<file path="config.mk">
export PLATFORM = sky130hd
export DESIGN_NAME = despk_div
export DESIGN_NICKNAME = d
export VERILOG_FILES = /design/src/hdl/despk_pkg.sv /design/src/hdl/despk_div.sv
export SDC_FILE = /design/constraint.sdc
export NUM_CORES = 1
export LEC_CHECK = 0
export BUFFER_PORTS_ARGS = -buffer_cell sky130_fd_sc_hd__buf_2
export CAP_MARGIN = 15
export CORE_MARGIN = 2
export CORE_UTILIZATION = 50
export DETAILED_ROUTE_END_ITERATION = 7
export PLACE_DENSITY = 0.77
export SYNTH_ARGS = -nofsm -noshare
export SYNTH_HDL_FRONTEND = slang
export SYNTH_SLANG_ARGS = --single-unit
</file>
<file path="constraint.sdc">
create_clock -name clk -period 6.3 [get_ports clk]
set_input_delay 1.575 -clock clk [delete_from_list [all_inputs] [get_ports clk]]
set_output_delay 1.575 -clock clk [all_outputs]
set_load 0.01 [all_outputs]
</file>
<file path="src/hdl/despk_pkg.sv">
package despk_pkg;

	// weights in Q3.16
	localparam int W_BITS = 19;
	localparam logic [W_BITS-1:0] W_EDGE = 19'd65536;
	localparam logic [W_BITS-1:0] W_CORNER = 19'd46341;
	localparam logic [W_BITS-1:0] W_TOTAL = 19'd447508;
	localparam int EDGE_SHIFT = 16;

	localparam int COORD_BITS = 12;
	localparam int CFG_INDEX_BITS = 2;
	localparam int CFG_DATA_BITS = 16;
	localparam int THR_BITS = 16;

	// register indexes
	localparam logic [CFG_INDEX_BITS-1:0] REG_DIFF_THRESHOLD = 2'd0;
	localparam logic [CFG_INDEX_BITS-1:0] REG_SHARE_THRESHOLD = 2'd1;
	localparam logic [CFG_INDEX_BITS-1:0] REG_LAST_COLUMN = 2'd2;
	localparam logic [CFG_INDEX_BITS-1:0] REG_LAST_ROW = 2'd3;

	// position of a neighbour within the 3x3 window, centre skipped
	typedef struct packed {
		logic [1:0] i;
		logic [1:0] j;
	} nb_pos_t;

	function automatic nb_pos_t nb_pos(input logic [2:0] n);
		nb_pos_t p;
		case (n)
			3'd0: p = '{i: 2'd0, j: 2'd0};
			3'd1: p = '{i: 2'd0, j: 2'd1};
			3'd2: p = '{i: 2'd0, j: 2'd2};
			3'd3: p = '{i: 2'd1, j: 2'd0};
			3'd4: p = '{i: 2'd1, j: 2'd2};
			3'd5: p = '{i: 2'd2, j: 2'd0};
			3'd6: p = '{i: 2'd2, j: 2'd1};
			default: p = '{i: 2'd2, j: 2'd2};
		endcase
		return p;
	endfunction

	function automatic logic [3:0] win_index(input logic [1:0] r, input logic [1:0] c);
		return 4'({r, 1'b0}) + 4'(r) + 4'(c);
	endfunction

endpackage

</file>
<file path="src/hdl/despk_div.sv">
module despk_div #(
	parameter int DW = 35,
	parameter int QW = 16
) (
	input logic clk,
	input logic arst_n,
	input logic start,
	input logic [DW-1:0] dividend,
	input logic [despk_pkg::W_BITS-1:0] divisor,
	output logic done,
	output logic [QW-1:0] quotient
);
	import despk_pkg::*;

	localparam int CW = $clog2(DW + 1);

	logic busy_q;
	logic done_q;
	logic [CW-1:0] cnt_q;
	logic [W_BITS-1:0] rem_q;
	logic [W_BITS-1:0] dvs_q;
	logic [DW-1:0] dvd_q;
	logic [W_BITS:0] rem_sh;
	logic ge;
	logic [W_BITS-1:0] rem_nx;

	// one quotient bit per cycle, restoring
	always_comb begin
		rem_sh = {rem_q, dvd_q[DW-1]};
		ge = rem_sh >= {1'b0, dvs_q};
		if (ge) begin
			rem_nx = W_BITS'(rem_sh - {1'b0, dvs_q});
		end else begin
			rem_nx = rem_sh[W_BITS-1:0];
		end
	end

	always_ff @(posedge clk or negedge arst_n) begin
		if (!arst_n) begin
			busy_q <= 1'b0;
			done_q <= 1'b0;
			cnt_q <= '0;
		end else begin
			done_q <= 1'b0;
			if (start) begin
				busy_q <= 1'b1;
				cnt_q <= CW'(DW);
			end else if (busy_q) begin
				cnt_q <= cnt_q - 1'b1;
				if (cnt_q == CW'(1)) begin
					busy_q <= 1'b0;
					done_q <= 1'b1;
				end
			end
		end
	end

	always_ff @(posedge clk) begin
		if (start) begin
			dvd_q <= dividend;
			dvs_q <= divisor;
			rem_q <= '0;
		end else if (busy_q) begin
			dvd_q <= {dvd_q[DW-2:0], ge};
			rem_q <= rem_nx;
		end
	end

	assign done = done_q;
	assign quotient = dvd_q[QW-1:0];

	a_start_idle: assert property (@(posedge clk) disable iff (!arst_n)
		start |-> !busy_q)
		else $error("divider restarted while busy");

endmodule
</file>
==> reports/qor.yml <==
status: "complete, no violations"
min_from: "rem_q[4]$_SDFFE_PP0P_"
synth_top_family_by_area: "compound AO/OA/AOI/OAI gates"
grt-ovfl-total: 0
final_nets: 515
ios: 74
reg2reg_from: "dvs_q[0]$_DFFE_PP_"
nFillCells: 747
place_congestion: 0.892
synth_xor_area_share_pct: 4.18
drive_above_1_share_pct: 30.8
fin_skew_ns: 0.0106
die_area_mm2: 0.00956
synth_fa_ha_area_share_pct: 6.43
hpwlAfterDp_um: 6020
synth-edff-count: 54
path_max_fanout: 16
clkTransAtPathRegs_ns: 0.09
grt_start_max_net_pins: 54
synth_seq_cells: 81
ant_nets: 0
crit_type: "reg -> reg"
syn_area_per_cell_um2: 11.5
slew_headroom_pct: 28.1
hold_class: "reg -> reg"
synth_compound_area_share_pct: 12.4
dr.pass1.iters: 4
ys_seq_area_share_pct: 50.1
die_h_um: 97.8
p_leak_uw: 0.00209
powerDensity_mw_per_mm2: 247
coreArea_mm2: 0.00864
netlist_top_cells_count: "edfxtp_1 (54), mux2_2 (34), inv_1 (25)"
insertion_delay_ns: 0.35
synth-simple-area-share_pct: 8.79
async_reset_ff_share_pct: 9.88
worstReg2RegEnd: "rem_q[14]$_SDFFE_PP0P_"
portBuffers: 73
grt_pass1_vias: 3059
regArea_mm2: 0.00220
final-setup-viol-count: 0
multi_input_area_mm2: 0.00187
critPathCapture: "rem_q[14]$_SDFFE_PP0P_"
dp_slack_ns: 2.83
initial_utilization_pct: 50.9
ir_drop_mv: 0.170
std_cell_rows: 34
yosysMostFrequentCell: "edfxtp_1"
synth_top_area_cell: "edfxtp_1"
muxShareOfSynthArea_pct: 10.8
final_max_slew_viol_count: 0
cts_tree: "built"
clk_path_buf_depth: 2
finalCritPeriodShare_pct: 50.1
viasPerCell: 5.54
num_vias: 3044
endpoint_kind: "flop"
synthDistinctLibCells: 54
reg2reg_depth: 10
drt-total-wl_um: 8360
die_x_um: 97.8
cts_root_buf: "clkbuf_8"
synth.area.top_cells: "edfxtp_1 (37%), mux2_2 (8.7%), dfxtp_1 (8.6%), ha_1 (6.0%), dfrtp_1 (4.6%)"
cp-start-kind: "flop"
worst_pin_slew_ns: 1.08
drc: 0
setup_tns_ns: 0
drt_iter0_drc: 117
areaGrowthSynthToFinish_pct: 10.9
antenna_found_initial: 0
syn-num-nets: 460
p_total_uw: 1200
syn_inst: 381
fin_hold_ws_ns: 0.500
period_needed_ns: 3.16
yosysWarnings: 0
cts_buffers: 9
final-hold-violation-count: 0
grt_pass1_wl_um: 14100
grt_use_total_pct: 18.2
wire_per_inst_um: 15.2
cap_violations: 0
crit_start: "dvs_q[0]$_DFFE_PP_"
max_freq_mhz: 317
yosysTopAreaCellShare_pct: 36.9
cts_setup_buffers: 0
rrSetupSlack_ns: 3.14
cts_resized: 0
worstPathRequired_ns: 6.57
cts_sinks: 81
worst_ep_arrival_time_ns: 3.43
syn_area_mm2: 0.00440
ys.flop_type: "edfxtp_1"
hold_buffers: 0
worst_slack_ns: 3.14
diodes: 0
cts_max_level: 3
rsz0062_at_grt: "no"
==> how the worst min path moves through the flow <==
stage | to | slack, ns | depth (start not counted)
after floorplan | rem_q[2]$_SDFFE_PP0P_ | 0.45 | 2
after global placement | rem_q[4]$_SDFFE_PP0P_ | 0.46 | 2
after detailed placement | rem_q[4]$_SDFFE_PP0P_ | 0.49 | 2
after CTS | rem_q[4]$_SDFFE_PP0P_ | 0.50 | 2
after global routing | rem_q[9]$_SDFFE_PP0P_ | 0.54 | 2
final | rem_q[4]$_SDFFE_PP0P_ | 0.50 | 2
==> sequential cells by signal (all words and copies together) (netlist names) <==
signal  cells
cnt_q       6
dvs_q      19
busy_q      1
done        1
dvd_q      35
rem_q      19
==> per-stage QoR <==
stage / instances / utilization, % / area, µm²
global route: 549 / 56.5 / 4880
CTS: 549 / 56.5 / 4880
floorplan: 381 / - / 4400
detailed placement: 533 / 54.4 / 4700
global placement: 533 / 54.4 / 4700
finish: 549 / 56.5 / 4880
==> layout by cell type, fill, tap and decap left out, drive strengths merged, types with 10 or more instances in the layout <==
master / Yosys / layout
mux2: 34 / 34
nand2: 20 / 20
ha: 21 / 21
xnor2: 13 / 13
inv: 25 / 27
dfxtp: 19 / 19
nor2: 21 / 21
edfxtp: 54 / 54
o21ai: 21 / 21
clkbuf: 6 / 10
a21oi: 19 / 19
buf: 27 / 77
==> kinds of logic (layout without fill, tap and decap cells) <==
logic type | after synthesis | count (layout)
adder cells (fa/ha/maj) | 22 | 22
AND/OR/NAND/NOR | 77 | 77
AO/OA/AOI/OAI | 79 | 79
multiplexers | 43 | 43
flip-flops | 81 | 81
buffers and inverters | 58 | 118
XOR/XNOR | 21 | 21
==> routing by layer <==
layer / part of all wire, % / GRT usage [%] / vias up
met5: 0 / 0 / -
met2: 47 / 28.6 / 103
met4: 2.0 / 7.26 / 0
li1: - / - / 1483
met3: 7.1 / 6.08 / 16
met1: 44 / 23.4 / 1442
==> cell type report <==
| class | count | share of cell area [%] |
|---|---|---|
| clock buffer | 10 | 2.62 |
| timing repair buffer | 77 | 8.11 |
| tap | 108 | 2.77 |
| inverter | 25 | 1.92 |
| clock inverter | 6 | 1.08 |
| multi-input combinational | 242 | 38.4 |
| sequential | 81 | 45.2 |
==> critical path: stages, from the launching register on <==
cell and delay, ns:
edfxtp_1 0.38, ha_1 0.23, fa_1 0.39, nand2b_1 0.17, a21oi_1 0.18, o21ai_0 0.22
o31a_1 0.17, o31a_1 0.50, buf_4 0.30, nand2b_1 0.26, o21ai_0 0.25
==> where the power goes <==
group | switching [µW] | internal [µW]
registers | 23.4 | 618
logic | 115 | 102
clock network | 196 | 149
Note: power is estimated with default switching activity, not from simulation.
